===== config.mk =====
export PLATFORM = sky130hd
export DESIGN_NAME = strb_ctrl
export DESIGN_NICKNAME = d
export VERILOG_FILES = /design/src/rtl/strb_pkg.sv /design/src/rtl/strb_ctrl.sv
export SDC_FILE = /design/constraint.sdc
export NUM_CORES = 1
export LEC_CHECK = 0
export BUFFER_PORTS_ARGS = -buffer_cell sky130_fd_sc_hd__clkbuf_2
export CAP_MARGIN = 25
export CORE_AREA = 10 10 249 251
export CTS_CLUSTER_DIAMETER = 60
export DETAILED_ROUTE_END_ITERATION = 10
export DIE_AREA = 0 0 259 261
export MAX_ROUTING_LAYER = met4
export PLACE_DENSITY = 0.63
export SLEW_MARGIN = 10
export SYNTH_ARGS = -nofsm -noshare
export SYNTH_HDL_FRONTEND = slang
export SYNTH_SLANG_ARGS = --single-unit

===== constraint.sdc =====
create_clock -name clk_i -period 13.4 [get_ports clk_i]
set_input_delay 1.34 -clock clk_i [delete_from_list [all_inputs] [get_ports clk_i]]
set_output_delay 1.34 -clock clk_i [all_outputs]
set_load 0.1 [all_outputs]

===== src/rtl/strb_pkg.sv =====
// ----------------------------------------------------------------------------
// strb_pkg
// Shared types and constants of the sequenced trace ring buffer: record
// layout, input and result items, controller states and action codes.
// ----------------------------------------------------------------------------
package strb_pkg;

  localparam int unsigned SEQ_W   = 16;
  localparam int unsigned TIME_W  = 64;
  localparam int unsigned PAY_W   = 64;
  localparam int unsigned SEV_W   = 3;
  localparam int unsigned CORE_W  = 8;
  localparam int unsigned CNT_W   = 7;

  // Half of the sequence space; a record matches when (seq - start) is below it,
  // i.e. when the top bit of the 16-bit difference is clear.
  localparam logic [SEQ_W-1:0] SEQ_HALF = 16'h8000;

  // Action codes carried on the input tuser
  localparam logic ACT_STORE = 1'b0;
  localparam logic ACT_READ  = 1'b1;

  // One stored record (time, payload and the 27-bit meta word)
  typedef struct packed {
    logic [TIME_W-1:0] stamp_time;
    logic [PAY_W-1:0]  payload;
    logic [CORE_W-1:0] core_id;
    logic [SEV_W-1:0]  severity;
    logic [SEQ_W-1:0]  seq;
  } rec_t;

  typedef struct packed {
    logic              action;
    logic [TIME_W-1:0] stamp_time;
    logic [SEV_W-1:0]  severity;
    logic [CORE_W-1:0] core_id;
    logic [PAY_W-1:0]  payload;
    logic [SEQ_W-1:0]  from_seq;
    logic [CNT_W-1:0]  max_count;
  } in_item_t;

  typedef struct packed {
    logic              rec_valid;
    logic              last;
    logic [TIME_W-1:0] out_time;
    logic [SEV_W-1:0]  out_severity;
    logic [CORE_W-1:0] out_core;
    logic [SEQ_W-1:0]  out_seq;
    logic [PAY_W-1:0]  out_payload;
    logic [SEQ_W-1:0]  next_seq;
  } out_item_t;

  typedef enum logic [1:0] {
    ST_IDLE,
    ST_WALK,
    ST_FLUSH
  } state_e;

endpackage


===== src/rtl/strb_ctrl.sv =====
// ----------------------------------------------------------------------------
// strb_ctrl
// Ring control: head, fill and sequence registers, store path, read walk
// with a one-record hold stage for the last flag, and the output register.
// ----------------------------------------------------------------------------
module strb_ctrl #(
  parameter int unsigned RING_DEPTH = 64,
  localparam int unsigned AW = (RING_DEPTH > 1) ? $clog2(RING_DEPTH) : 1
) (
  input  logic                 clk_i,
  input  logic                 rst_ni,
  input  logic                 in_valid_i,
  output logic                 in_ready_o,
  input  strb_pkg::in_item_t   in_item_i,
  output logic                 out_valid_o,
  input  logic                 out_ready_i,
  output strb_pkg::out_item_t  out_item_o,
  output logic                 wr_en_o,
  output logic [AW-1:0]        wr_addr_o,
  output strb_pkg::rec_t       wr_data_o,
  output logic                 rd_en_o,
  output logic [AW-1:0]        rd_addr_o,
  input  strb_pkg::rec_t       rd_data_i
);
  import strb_pkg::*;

  localparam int unsigned CW = $clog2(RING_DEPTH + 1);
  localparam int unsigned OW = CW + 1;

  state_e           state_q, state_d;
  logic [AW-1:0]    head_q, head_d;
  logic [CW-1:0]    fill_q, fill_d;
  logic [SEQ_W-1:0] seq_q, seq_d;
  logic [SEQ_W-1:0] start_q, start_d;
  logic [CNT_W-1:0] limit_q, limit_d;
  logic [CNT_W-1:0] nmatch_q, nmatch_d;
  logic [CW-1:0]    remain_q, remain_d;
  logic [AW-1:0]    addr_q, addr_d;
  logic             s1_vld_q, s1_vld_d;
  rec_t             pend_q, pend_d;
  logic             pend_vld_q, pend_vld_d;
  out_item_t        out_q, out_d;
  logic             out_vld_q, out_vld_d;

  logic             out_free;
  logic             store_acc, read_acc;
  logic [OW-1:0]    old_sum;
  logic [AW-1:0]    oldest;
  logic [CNT_W-1:0] req_limit;
  logic [SEQ_W-1:0] seq_diff;
  logic             hit, stall, issue, walk_done;

  assign out_free   = !out_vld_q || out_ready_i;
  assign in_ready_o = (state_q == ST_IDLE) && out_free;
  assign store_acc  = in_valid_i && in_ready_o && (in_item_i.action == ACT_STORE);
  assign read_acc   = in_valid_i && in_ready_o && (in_item_i.action == ACT_READ);

  // oldest = (head - fill) mod depth
  assign old_sum = OW'(head_q) + OW'(RING_DEPTH) - OW'(fill_q);
  assign oldest  = (old_sum >= OW'(RING_DEPTH)) ? AW'(old_sum - OW'(RING_DEPTH))
                                                : AW'(old_sum);

  assign req_limit = (in_item_i.max_count > CNT_W'(RING_DEPTH)) ? CNT_W'(RING_DEPTH)
                                                                : in_item_i.max_count;

  assign seq_diff = rd_data_i.seq - start_q;
  assign hit      = (state_q == ST_WALK) && s1_vld_q && ((seq_diff & SEQ_HALF) == '0)
                    && (nmatch_q < limit_q);
  // A new match needs the held record moved out first
  assign stall    = hit && pend_vld_q && !out_free;
  assign issue    = (state_q == ST_WALK) && (remain_q != '0) && (nmatch_q < limit_q)
                    && !stall;

  assign wr_en_o   = store_acc;
  assign wr_addr_o = head_q;
  assign wr_data_o = '{stamp_time: in_item_i.stamp_time, payload: in_item_i.payload,
                       core_id: in_item_i.core_id, severity: in_item_i.severity,
                       seq: seq_q};
  assign rd_en_o   = issue;
  assign rd_addr_o = addr_q;

  // Datapath next values
  always_comb begin
    head_d     = head_q;
    fill_d     = fill_q;
    seq_d      = seq_q;
    start_d    = start_q;
    limit_d    = limit_q;
    nmatch_d   = nmatch_q;
    remain_d   = remain_q;
    addr_d     = addr_q;
    pend_d     = pend_q;
    pend_vld_d = pend_vld_q;
    out_d      = out_q;
    out_vld_d  = out_vld_q && !out_ready_i;
    s1_vld_d   = issue || (s1_vld_q && stall);

    if (store_acc) begin
      head_d = (head_q == AW'(RING_DEPTH - 1)) ? '0 : head_q + AW'(1);
      if (fill_q < CW'(RING_DEPTH)) begin
        fill_d = fill_q + CW'(1);
      end
      seq_d     = seq_q + SEQ_W'(1);
      out_vld_d = 1'b1;
      out_d     = '0;
      out_d.last     = 1'b1;
      out_d.out_seq  = seq_q;
      out_d.next_seq = seq_q + SEQ_W'(1);
    end

    if (read_acc) begin
      start_d    = in_item_i.from_seq;
      limit_d    = req_limit;
      nmatch_d   = '0;
      remain_d   = fill_q;
      addr_d     = oldest;
      pend_vld_d = 1'b0;
    end

    if (issue) begin
      addr_d   = (addr_q == AW'(RING_DEPTH - 1)) ? '0 : addr_q + AW'(1);
      remain_d = remain_q - CW'(1);
    end

    if (hit && !stall) begin
      if (pend_vld_q) begin
        out_vld_d = 1'b1;
        out_d     = '{rec_valid: 1'b1, last: 1'b0, out_time: pend_q.stamp_time,
                      out_severity: pend_q.severity, out_core: pend_q.core_id,
                      out_seq: pend_q.seq, out_payload: pend_q.payload,
                      next_seq: seq_q};
      end
      pend_d     = rd_data_i;
      pend_vld_d = 1'b1;
      nmatch_d   = nmatch_q + CNT_W'(1);
    end

    if ((state_q == ST_FLUSH) && out_free) begin
      out_vld_d = 1'b1;
      if (pend_vld_q) begin
        out_d = '{rec_valid: 1'b1, last: 1'b1, out_time: pend_q.stamp_time,
                  out_severity: pend_q.severity, out_core: pend_q.core_id,
                  out_seq: pend_q.seq, out_payload: pend_q.payload,
                  next_seq: seq_q};
      end else begin
        out_d          = '0;
        out_d.last     = 1'b1;
        out_d.next_seq = seq_q;
      end
      pend_vld_d = 1'b0;
    end

    // Drop any read still in flight once the walk is over
    if (state_d != ST_WALK) begin
      s1_vld_d = 1'b0;
    end
  end

  assign walk_done = (nmatch_d == limit_q) || ((remain_d == '0) && !issue
                     && !(s1_vld_q && stall));

  // Next state
  always_comb begin
    state_d = state_q;
    case (state_q)
      ST_IDLE: begin
        if (read_acc) begin
          state_d = ((req_limit == '0) || (fill_q == '0)) ? ST_FLUSH : ST_WALK;
        end
      end
      ST_WALK: begin
        if (walk_done) begin
          state_d = ST_FLUSH;
        end
      end
      ST_FLUSH: begin
        if (out_free) begin
          state_d = ST_IDLE;
        end
      end
      default: state_d = ST_IDLE;
    endcase
  end

  always_ff @(posedge clk_i or negedge rst_ni) begin
    if (!rst_ni) begin
      state_q    <= ST_IDLE;
      head_q     <= '0;
      fill_q     <= '0;
      seq_q      <= '0;
      nmatch_q   <= '0;
      remain_q   <= '0;
      s1_vld_q   <= 1'b0;
      pend_vld_q <= 1'b0;
      out_vld_q  <= 1'b0;
    end else begin
      state_q    <= state_d;
      head_q     <= head_d;
      fill_q     <= fill_d;
      seq_q      <= seq_d;
      nmatch_q   <= nmatch_d;
      remain_q   <= remain_d;
      s1_vld_q   <= s1_vld_d;
      pend_vld_q <= pend_vld_d;
      out_vld_q  <= out_vld_d;
    end
  end

  always_ff @(posedge clk_i) begin
    start_q <= start_d;
    limit_q <= limit_d;
    addr_q  <= addr_d;
    pend_q  <= pend_d;
    out_q   <= out_d;
  end

  assign out_valid_o = out_vld_q;
  assign out_item_o  = out_q;

  a_fill_range: assert property (@(posedge clk_i) disable iff (!rst_ni)
    fill_q <= CW'(RING_DEPTH))
    else $error("fill count beyond ring depth");

  a_ready_idle: assert property (@(posedge clk_i) disable iff (!rst_ni)
    in_ready_o |-> (state_q == ST_IDLE) && !pend_vld_q && !s1_vld_q)
    else $error("input taken while a read walk is open");

  a_match_limit: assert property (@(posedge clk_i) disable iff (!rst_ni)
    (state_q == ST_WALK) |-> (nmatch_q <= limit_q))
    else $error("more matches than the read limit");

  a_stall_hold: assert property (@(posedge clk_i) disable iff (!rst_ni)
    stall |=> pend_vld_q && $stable(pend_q) && s1_vld_q)
    else $error("held record lost during output stall");

  a_issue_remain: assert property (@(posedge clk_i) disable iff (!rst_ni)
    rd_en_o |-> (remain_q != '0) && (state_q == ST_WALK))
    else $error("read issued past the stored records");

endmodule


==> results of run 1 <==
worst min path at each step:
stage,startpoint,endpoint,slack [ps],depth (start not counted)
global route,pend_q[62]$_DFFE_PN_,out_item_o[51]$_DFF_P_,470,2
detailed placement,pend_q[13]$_DFFE_PN_,out_item_o[93]$_DFF_P_,430,2
CTS,pend_q[9]$_DFFE_PN_,out_item_o[89]$_DFF_P_,450,2
global placement,pend_q[13]$_DFFE_PN_,out_item_o[93]$_DFF_P_,430,2
finish,pend_q[9]$_DFFE_PN_,out_item_o[89]$_DFF_P_,450,2
floorplan,pend_q[0]$_DFFE_PN_,out_item_o[80]$_DFF_P_,420,2
cells in the final DEF (no fill, tap or decap), types with 3 or more instances in the layout:
cell                        instances
sky130_fd_sc_hd__clkbuf_2         387
sky130_fd_sc_hd__nand3_1          293
sky130_fd_sc_hd__nand2_1          206
sky130_fd_sc_hd__edfxtp_1         184
sky130_fd_sc_hd__dfxtp_1          173
sky130_fd_sc_hd__o21ai_0           61
sky130_fd_sc_hd__a21oi_1           50
sky130_fd_sc_hd__clkbuf_16         49
sky130_fd_sc_hd__dfrtp_1           48
sky130_fd_sc_hd__nor2_1            40
sky130_fd_sc_hd__inv_1             39
sky130_fd_sc_hd__ha_1              33
sky130_fd_sc_hd__xnor2_1           28
sky130_fd_sc_hd__mux2i_1           18
sky130_fd_sc_hd__and3_1            12
sky130_fd_sc_hd__xor2_1            12
sky130_fd_sc_hd__nor2b_1           11
sky130_fd_sc_hd__clkbuf_1          10
sky130_fd_sc_hd__buf_4             10
sky130_fd_sc_hd__diode_2            9
sky130_fd_sc_hd__nand4_1            9
sky130_fd_sc_hd__o22ai_1            8
sky130_fd_sc_hd__nand2b_1           7
sky130_fd_sc_hd__nor3_1             6
sky130_fd_sc_hd__clkbuf_8           6
sky130_fd_sc_hd__clkinv_2           6
sky130_fd_sc_hd__inv_6              5
sky130_fd_sc_hd__a31oi_1            5
sky130_fd_sc_hd__a21o_1             4
sky130_fd_sc_hd__a22oi_1            4
sky130_fd_sc_hd__a311oi_1           4
sky130_fd_sc_hd__clkinv_8           4
sky130_fd_sc_hd__o21ai_1            3
sky130_fd_sc_hd__or3_1              3
sky130_fd_sc_hd__clkinv_1           3
flip-flops by register name, summed over array words and instances (netlist names):
name	cells
out_item_o	173
pend_q	155
remain_q	7
nmatch_q	7
start_q	16
limit_q	7
wr_addr_o	6
s1_vld_q	1
pend_vld_q	1
state_q	2
rd_addr_o	6
seq_q	16
out_valid_o	1
fill_q	7
kinds of logic (layout without fill, tap and decap cells):
| group | count (synthesis) | in the layout | share of synthesized area (%) |
|---|---|---|---|
| AOI/OAI and AO/OA | 164 | 164 | 6.00 |
| xor gates and xnor gates | 41 | 41 | 2.23 |
| other | 0 | 9 | 0 |
| buffers and inverters | 263 | 530 | 9.21 |
| muxes | 19 | 19 | 1.16 |
| DFF | 405 | 405 | 61.9 |
| adders and majority gates | 34 | 34 | 2.63 |
| and+or+nand+nor | 602 | 602 | 16.9 |
worst reg2reg max path, delay by kind of cell (launching register included):
kind	cells	cell delay [ps]
DFF	1	320
muxes	1	250
xor gates and xnor gates	1	230
buffers and inverters	3	1130
AOI/OAI and AO/OA	5	1490
adders and majority gates	1	280
and+or+nand+nor	3	600
final cells by class:
type / instances / area, sq um
fill: 5735 / 37300
sequential: 405 / 10200
multi-input combinational: 860 / 4790
timing repair buffer: 399 / 2070
clock buffer: 65 / 1350
tap: 765 / 957
clock inverter: 25 / 265
inverter: 41 / 159
antenna: 9 / 22.5
layer usage:
layer,vias to the layer above,share of wire [%]
li1,5687,-
met1,5957,33
met2,653,49
met3,168,11
met4,0,6.7
met5,-,0
through the flow:
step / hold slack (ps) / cells / worst slack (ps) / area (sq um)
floorplan: 418 / 1528 / 6630 / 16500
global placement: 432 / 2468 / 7210 / 18100
detailed placement: 433 / 2468 / 7130 / 18100
CTS: 450 / 2558 / 7740 / 19700
global route: 467 / 2568 / 7900 / 19800
finish: 446 / 2569 / 8090 / 19800
==> reports/metrics.cfg, run 1 <==
[synth]
synth.most_common_cell=sky130_fd_sc_hd__nand3_1
synth_enable_flop_cells=184
synthFlopType=sky130_fd_sc_hd__edfxtp_1
netlist_top_cells_area=sky130_fd_sc_hd__edfxtp_1 (34%), sky130_fd_sc_hd__dfxtp_1 (21%), sky130_fd_sc_hd__nand3_1 (8.9%)
ys_top_cells_by_count=sky130_fd_sc_hd__nand3_1 (294), sky130_fd_sc_hd__nand2_1 (207), sky130_fd_sc_hd__edfxtp_1 (184), sky130_fd_sc_hd__dfxtp_1 (173), sky130_fd_sc_hd__buf_4 (139)
syn-num-nets=1884
mapped_avg_cell_area_sq_um=10.8
mappedNetlistArea_sq_um=16500
synth_top_area_cell=sky130_fd_sc_hd__edfxtp_1
synth-seq-cells=405
post-synth-top-area-fraction_pct=33.5
cell_variety_after_synth=60
gate_count_post_synth=1528
synth-seq-area-share_pct=61.9
synth-warning-count=0
asyncSetResetFlopFracSynth_pct=11.9

[floorplan]
placement_rows=88
starting_density_pct=28.8
pin_count=666
dieWidth_microns=259
die_y_microns=261
core_area_sq_um=57100
die_area_sq_um=67600

[sta]
drv_slew=0
tightestPinTransition_ps=1060
worst_slew_margin_rel_pct=29.2
hold_violations=0
finalClockSkew_ps=16.6
report.final.setup_viol=0
tns_ps=0
finalCriticalPeriod_ps=5310
fmax_mhz=188
timing.final.crit_share_pct=39.6
grt_setup_unrepaired=no

[outcome]
outcome=completed

[critical_path]
crit_fanout=27
max_stage_delay_ps=510
critical_path.top_delay_family=compound AO/OA/AOI/OAI gates
crit_end=rd_en_o
timing.rr.start=start_q[2]$_DFFE_PP_
path_class=input pin to primary output
worstPathCellList=clkbuf_2 > ha_1 > nand2_1 > o21ai_1 > a21oi_1 > o41ai_2 > xnor2_2 > a31oi_2 > buf_4 > clkbuf_2
cp.buffers_inverters=3
cp.arrival_ps=3970
crit-reg2reg-capture=s1_vld_q$_DFF_PN0_
regToRegSetupSlack_ps=8970
wp_depth=10
worstPathRequired_ps=12060
end_kind=primary output
critical_path.startpoint=rd_data_i[2]
worstRegToRegCells=14
path_common_cell=sky130_fd_sc_hd__clkbuf_2
cpMaxStageDelayCell=sky130_fd_sc_hd__o41ai_2
nature_of_the_critical_path_startpoint=input pin

[global_routing]
grt_antenna_before_repair=8
gr-usage-met1_pct=17.7
grt_first_pass_wirelength_microns=86100
grt_pass1_vias=12267
global_route.overflow_total=0
groute.layer.met3.usage_pct=7.12
grt_util_met2_pct=28.7
busiest_layer=met2
maximum_number_of_pins_on_one_net_before_global_route_repair=94
grt_use_total_pct=17.7

[routing]
initial_drc_count=980
dr_total_vias=12465
via_per_inst=4.85
drc=0
firstDrtPassIters=7
final_antenna_net_count=0
drt-total-wl_microns=62000
wl_per_cell_microns=24.1

[placement]
dp_hpwl_microns=46800
numPortBuffers=387
gp_congestion=0.860

[final_layout]
net_count_of_the_finished_layout=2111
postLayoutCoreUtil_pct=34.6
final_layout_size_suffix_gt1_share_pct=27.5
area_growth_pct=20.2

[clocking]
cts_setup_buffers=0
clockRootBuffer=sky130_fd_sc_hd__clkbuf_16
clk-insertion-delay-late_ps=570
path_clk_slew_ps=60
cts.sinks=405
cts.htree.levels=2
ctsResizeCount=0
clockBufferDepth=3
cts_buffers=48
post_cts_hold_buffer_count=0
cts_tree=yes

[flow_run]
maxCapViolCount=0

[min_path]
hold_removal_path_class=flop to flop

Power of run 1 is not shown: default switching activity piles up to over one toggle a cycle in this logic, so the estimate is an artifact.
==> run 2, diff against run 1 <==
- PLACE_DENSITY: 0.63 -> 0.64
- clock period: 13.4 -> 4.25 ns (I/O delays scaled with it)
==> run 2 against run 1 <==
Critical path depth grew 1. Register-to-register slack got worse by 8200 ps. Die area did not move. Utilization increased by 2.6 points. Critical path type unchanged. Critical endpoint unchanged. Highest routed layer unchanged.
==> reports/metrics.cfg, run 2 (synthesized netlist as in run 1, its figures left out) <==
[outcome]
outcome=completed

[sta]
drv_slew=0  ; unchanged
report.final.setup_viol=0  ; unchanged
worst_slew_margin_rel_pct=28.4  ; -0.76 points
tightestPinTransition_ps=1070  ; +11.3 ps
timing.final.crit_share_pct=89.4
tns_ps=0  ; unchanged
grt_setup_unrepaired=no
fmax_mhz=263
worst_slack_ps=450  ; -7640 ps
finalClockSkew_ps=16.7  ; +0.160 ps
hold_violations=0  ; unchanged
finalCriticalPeriod_ps=3800

[clocking]
cts_setup_buffers=0  ; unchanged
clk-insertion-delay-late_ps=590  ; +20 ps
clockRootBuffer=sky130_fd_sc_hd__clkbuf_16
cts.htree.levels=2  ; unchanged
path_clk_slew_ps=60  ; about the same
post_cts_hold_buffer_count=135  ; +135
cts.sinks=405  ; unchanged
ctsResizeCount=0  ; unchanged
clockBufferDepth=3  ; unchanged
cts_tree=yes
cts_buffers=49  ; +2.1%

[pwr]
pwr_dens_nw_per_um2=1000
p_leak_nw=9.50
ir_worst_vdd_uv=833

[floorplan]
die_area_sq_um=67600  ; unchanged
starting_density_pct=28.8  ; unchanged
pin_count=666  ; unchanged
core_area_sq_um=57100  ; unchanged
die_y_microns=261  ; unchanged
dieWidth_microns=259  ; unchanged
placement_rows=88  ; unchanged

[final_layout]
largest_register_ffs=173  ; unchanged
area_of_combinational_cells_with_multiple_inputs_sq_um=4800  ; +0.23%
fillCellCount=5490  ; -4.3%
net_count_of_the_finished_layout=2255  ; +6.8%
final_layout_size_suffix_gt1_share_pct=25.6  ; -1.8 points
layout.cells.most_common_list=sky130_fd_sc_hd__clkbuf_2 (387), sky130_fd_sc_hd__nand3_1 (293), sky130_fd_sc_hd__nand2_1 (206), sky130_fd_sc_hd__edfxtp_1 (184), sky130_fd_sc_hd__dfxtp_1 (173)
area_growth_pct=29.3
final_common_cell=sky130_fd_sc_hd__clkbuf_2
layout.area.seq_sq_um=10200  ; unchanged

[critical_path]
wp_depth=11  ; +1
crit_fanout=14  ; -48%
cpMaxStageDelayCell=sky130_fd_sc_hd__dlygate4sd3_1
worstPathCellList=dlygate4sd3_1 > clkbuf_2 > ha_1 > nand2_1 > o21ai_1 > a21oi_1 > o41ai_2 > xnor2_2 > a31oi_2 > buf_4 > clkbuf_2
worstPathRequired_ps=3830  ; -8230 ps
worstRegToRegCells=13  ; -1
max_stage_delay_ps=550  ; +40 ps
critical_path.top_delay_family=buffers and inverters
end_kind=primary output
nature_of_the_critical_path_startpoint=input pin
path_class=input pin to primary output
cp.buffers_inverters=4  ; +1
cp.arrival_ps=3370  ; -600 ps
path_common_cell=sky130_fd_sc_hd__clkbuf_2

[routing]
dr_total_vias=12985  ; +4.2%
initial_drc_count=941  ; -4.0%
via_per_inst=4.79  ; -1.3%
firstDrtPassIters=6  ; -1
final_antenna_net_count=0  ; unchanged
drt-total-wl_microns=65400  ; +5.4%
wl_per_cell_microns=24.1  ; about the same
drc=0  ; unchanged

[placement]
gp_congestion=0.919  ; +6.9%
dp_hpwl_microns=48800  ; +4.2%
dp_slack_ps=546  ; -6580 ps
numPortBuffers=387  ; unchanged

[global_routing]
grt_antenna_before_repair=5  ; -3
maximum_number_of_pins_on_one_net_before_global_route_repair=99  ; +5.3%
grt_pass1_vias=13116  ; +6.9%
grt_first_pass_wirelength_microns=91100  ; +5.8%
grt_use_total_pct=18.7  ; +1.0 points
global_route.overflow_total=0  ; unchanged

[min_path]
holdPathStages=1  ; -1
hold_removal_path_class=input pin to flop

[flow_run]
maxCapViolCount=0  ; unchanged

-- run 2: cell types whose count changed in the layout (fill, tap and decap cells not counted), moves of 2 or more --
cell | previous run | this run
sky130_fd_sc_hd__buf_12 | 0 | 6
sky130_fd_sc_hd__buf_16 | 2 | 0
sky130_fd_sc_hd__clkbuf_1 | 10 | 16
sky130_fd_sc_hd__clkinv_1 | 3 | 1
sky130_fd_sc_hd__clkinv_2 | 6 | 3
sky130_fd_sc_hd__clkinv_8 | 4 | 1
sky130_fd_sc_hd__diode_2 | 9 | 6
sky130_fd_sc_hd__dlygate4sd3_1 | 0 | 138
sky130_fd_sc_hd__inv_16 | 1 | 3
-- run 2: final cells by class --
class,instances,area share [%]
diodes,6,0.0705
well taps,765,4.49
repair buffers,542,16.5
inverters,41,0.746
clock inverters,20,1.25
flip-flops and latches,405,47.8
multi-input cells,860,22.6
clock buffers,72,6.49
-- run 2: per-layer routing --
metal	vias to the layer above	track usage, %	routed length, microns
met4	0	9.44	3360
li1	5960	-	-
met1	6215	18.5	22000
met5	-	-	0
met2	663	32.2	33400
met3	147	6.87	6690
-- run 2: worst paths after layout --
path	startpoint	end	slack, ps
min in group asynchronous	rst_ni	seq_q[9]$_DFFE_PN0P_	510
worst min register to register	out_item_o[27]$_DFF_P_	out_item_o[27]$_DFF_P_	450
worst max-delay path	rd_data_i[1]	rd_en_o	450
max in group asynchronous	rst_ni	nmatch_q[6]$_DFF_PN0_	3260
worst max register to register	start_q[2]$_DFFE_PP_	s1_vld_q$_DFF_PN0_	810
worst min-delay path	rd_data_i[95]	pend_q[95]$_DFFE_PN_	30
-- run 2: through the flow --
stage               instances  power, mW  area, sq um  hold slack (ps)  utilization [%]
floorplan                1528       15.4        16500              129                -
global placement         2475       16.8        18300              433             31.9
detailed placement       2475       17.0        18300              432             31.9
CTS                      2702       21.4        21300            0.738             37.2
global route             2710       22.2        21300             5.70             37.3
finish                   2711       21.3        21300             25.3             37.3
-- run 2: where the power goes --
group	switching, mW	leakage (nW)	total [mW]	internal, mW
sequential	0.822	3.77	6.45	5.63
combinational	8.84	4.94	10.6	1.76
clock	1.77	0.799	4.26	2.49
total	11.4	9.50	21.3	9.87
Power figures use the tool's default switching activity.
==> run 3, diff against run 2 <==
- CELL_PAD_IN_SITES_DETAIL_PLACEMENT: default -> 2
- CELL_PAD_IN_SITES_GLOBAL_PLACEMENT: default -> 2
- CORE_AREA: 10 10 249 251 -> default
- CORE_ASPECT_RATIO: default -> 0.75
- CORE_MARGIN: default -> 10
- CORE_UTILIZATION: default -> 26
- DIE_AREA: 0 0 259 261 -> default
- PLACE_DENSITY: 0.64 -> 0.86
==> run 3 against run 2 <==
Critical endpoint is now s1_vld_q$_DFF_PN0_. Clock skew increased by 27 ps. Worst hold slack improved by 6.2 ps. Register-to-register slack got worse by 530 ps. First-iteration DRC count decreased by 26%. Die area increased by 9.4%. Highest routed layer unchanged. Critical path depth increased by 3. Final cell count increased by 2.3%. Cell area decreased by 0.29%. Global-route usage decreased by 0.80 points. Utilization decreased by 3.2 points. Critical path type is now input pin to flop.
==> reports/metrics.cfg, run 3 (synthesized netlist as in run 1, its figures left out) <==
[sta]
hold_violations=0  ; unchanged
tns_ps=0  ; unchanged
drv_slew=0  ; unchanged
finalCriticalPeriod_ps=4060  ; +260 ps
report.final.setup_viol=0  ; unchanged
worst_hold_slack_ps=31.5  ; +6.23 ps
finalClockSkew_ps=43.8  ; +27.0 ps
grt_setup_unrepaired=no
fmax_mhz=246  ; -6.4%
worst_slew_margin_rel_pct=22.1  ; -6.3 points
tightestPinTransition_ps=1170  ; +95.2 ps
timing.final.crit_share_pct=95.5  ; +6.1 points

[pwr]
post-layout-total-power_mw=21.8  ; +2.5%
pwr_dens_nw_per_um2=1030  ; +2.8%
p_leak_nw=9.44  ; -0.65%
ir_worst_vdd_uv=678  ; -19%

[routing]
drc=0  ; unchanged
wl_per_cell_microns=24.2  ; +0.53%
dr_total_vias=13310  ; +2.5%
initial_drc_count=696  ; -26%
via_per_inst=4.80  ; +0.17%
firstDrtPassIters=4  ; -2
final_antenna_net_count=0  ; unchanged
drt-total-wl_microns=67200  ; +2.9%

[placement]
numPortBuffers=387  ; unchanged
dp_hpwl_microns=43200  ; -11%
gp_congestion=0.801  ; -13%

[min_path]
hold_removal_path_class=input pin to flop
hold_end=start_q[6]$_DFFE_PP_
holdPathStages=1  ; unchanged
holdCritStartpoint=in_item_i[13]

[global_routing]
global_route.overflow_total=0  ; unchanged
grt_antenna_before_repair=7  ; +2
grt_pass1_vias=15099  ; +15%
maximum_number_of_pins_on_one_net_before_global_route_repair=175  ; +77%
grt_use_total_pct=17.9  ; -0.80 points
grt_first_pass_wirelength_microns=99800  ; +9.6%

[critical_path]
worstPathRequired_ps=4710  ; +880 ps
path_class=input pin to flop
timing.rr.start=start_q[1]$_DFFE_PP_
max_stage_delay_ps=600  ; +50 ps
worstRegToRegCells=13  ; unchanged
worstPathCellList=dlygate4sd3_1 > clkbuf_2 > ha_1 > nand2_1 > o21ai_1 > a21oi_1 > o41ai_2 > xnor2_2 > o2111ai_4 > inv_6 > mux2i_1 > xor2_1 > or3_1 > o31a_1
cpMaxStageDelayCell=sky130_fd_sc_hd__o41ai_2
end_kind=flop
nature_of_the_critical_path_startpoint=input pin
cp.arrival_ps=4520  ; +1150 ps
crit-reg2reg-capture=s1_vld_q$_DFF_PN0_
regToRegSetupSlack_ps=280  ; -530 ps
crit_fanout=13  ; -1

[flow_run]
maxCapViolCount=0  ; unchanged

[clocking]
cts_setup_buffers=0  ; unchanged
post_cts_hold_buffer_count=120  ; -11%
ctsResizeCount=0  ; unchanged
cts.htree.levels=2  ; unchanged
cts.sinks=405  ; unchanged
clk-insertion-delay-late_ps=590  ; about the same
path_clk_slew_ps=60  ; about the same
cts_tree=yes
cts_buffers=47  ; -4.1%
clockBufferDepth=3  ; unchanged
clockRootBuffer=sky130_fd_sc_hd__clkbuf_16

[floorplan]
starting_density_pct=26.4  ; -2.4 points
core_area_sq_um=62400  ; +9.1%
pin_count=666  ; unchanged
die_y_microns=238  ; -8.8%
placement_rows=79  ; -10%
dieWidth_microns=311  ; +20%
die_area_sq_um=73900  ; +9.4%

[final_layout]
layout.cells.most_common_list=sky130_fd_sc_hd__clkbuf_2 (386), sky130_fd_sc_hd__nand3_1 (293), sky130_fd_sc_hd__nand2_1 (206), sky130_fd_sc_hd__edfxtp_1 (184), sky130_fd_sc_hd__dfxtp_1 (173)
area_growth_pct=28.9
final_common_cell=sky130_fd_sc_hd__clkbuf_2
final_layout_size_suffix_gt1_share_pct=25.7  ; +0.085 points
fillCellCount=6666  ; +21%
net_count_of_the_finished_layout=2235  ; -0.89%
largest_register_ffs=173  ; unchanged

[outcome]
outcome=completed

-- run 3: power by group --
part | leakage, nW | internal (mW) | switching, mW | total, mW
registers | 3.77 | 5.63 | 0.888 | 6.52
logic | 4.88 | 1.78 | 9.19 | 11.0
clock network | 0.798 | 2.54 | 1.80 | 4.34
-- run 3: critical path: cells and delay by family --
family,cells,cell delay [ps]
AND/OR/NAND/NOR,2,520
adder cells (fa/ha/maj),1,330
buffers and inverters,3,840
multiplexers,1,420
XOR/XNOR,2,430
AO/OA/AOI/OAI,5,1550
-- run 3: layer usage --
layer | track usage (%) | vias to the layer above | routed length (microns)
li1 | - | 5911 | -
met2 | 30.9 | 501 | 33800
met4 | 8.29 | 0 | 3170
met5 | - | - | 0
met1 | 19.2 | 6698 | 26100
met3 | 4.79 | 200 | 4130
-- run 3: stage by stage --
stage	std cells	cell area, sq um	worst slack (ps)	util (%)
after floorplan	1528	16500	50.3	-
after global placement	2559	18400	583	29.5
after detailed placement	2559	18400	420	29.5
after CTS	2767	21200	336	34.0
after global routing	2774	21200	66.1	34.0
final	2774	21200	191	34.0
-- run 3: worst max-delay path by stage --
stage / slack, ps / startpoint / to / depth (start not counted)
3_3_place_gp: 580 / rd_data_i[1] / s1_vld_q$_DFF_PN0_ / 13
2_1_floorplan: 50 / out_valid_o$_DFF_PN0_ / wr_addr_o[2]$_DFFE_PN0P_ / 10
4_1_cts: 340 / nmatch_q[2]$_DFF_PN0_ / rd_en_o / 9
3_5_place_dp: 420 / rd_data_i[1] / s1_vld_q$_DFF_PN0_ / 13
6_report: 190 / rd_data_i[2] / s1_vld_q$_DFF_PN0_ / 14
5_1_grt: 70 / rd_data_i[2] / s1_vld_q$_DFF_PN0_ / 14
-- run 3: area by class of cell --
class,instances,area [sq um],share of cell area [%]
Clock buffer,61,1290,6.09
Timing Repair Buffer,524,3370,15.9
Antenna cell,6,15.0,0.0707
Clock inverter,27,338,1.59
Multi-Input combinational cell,860,4800,22.6
Tap cell,850,1060,5.01
Sequential cell,405,10200,48.0
Inverter,41,159,0.748
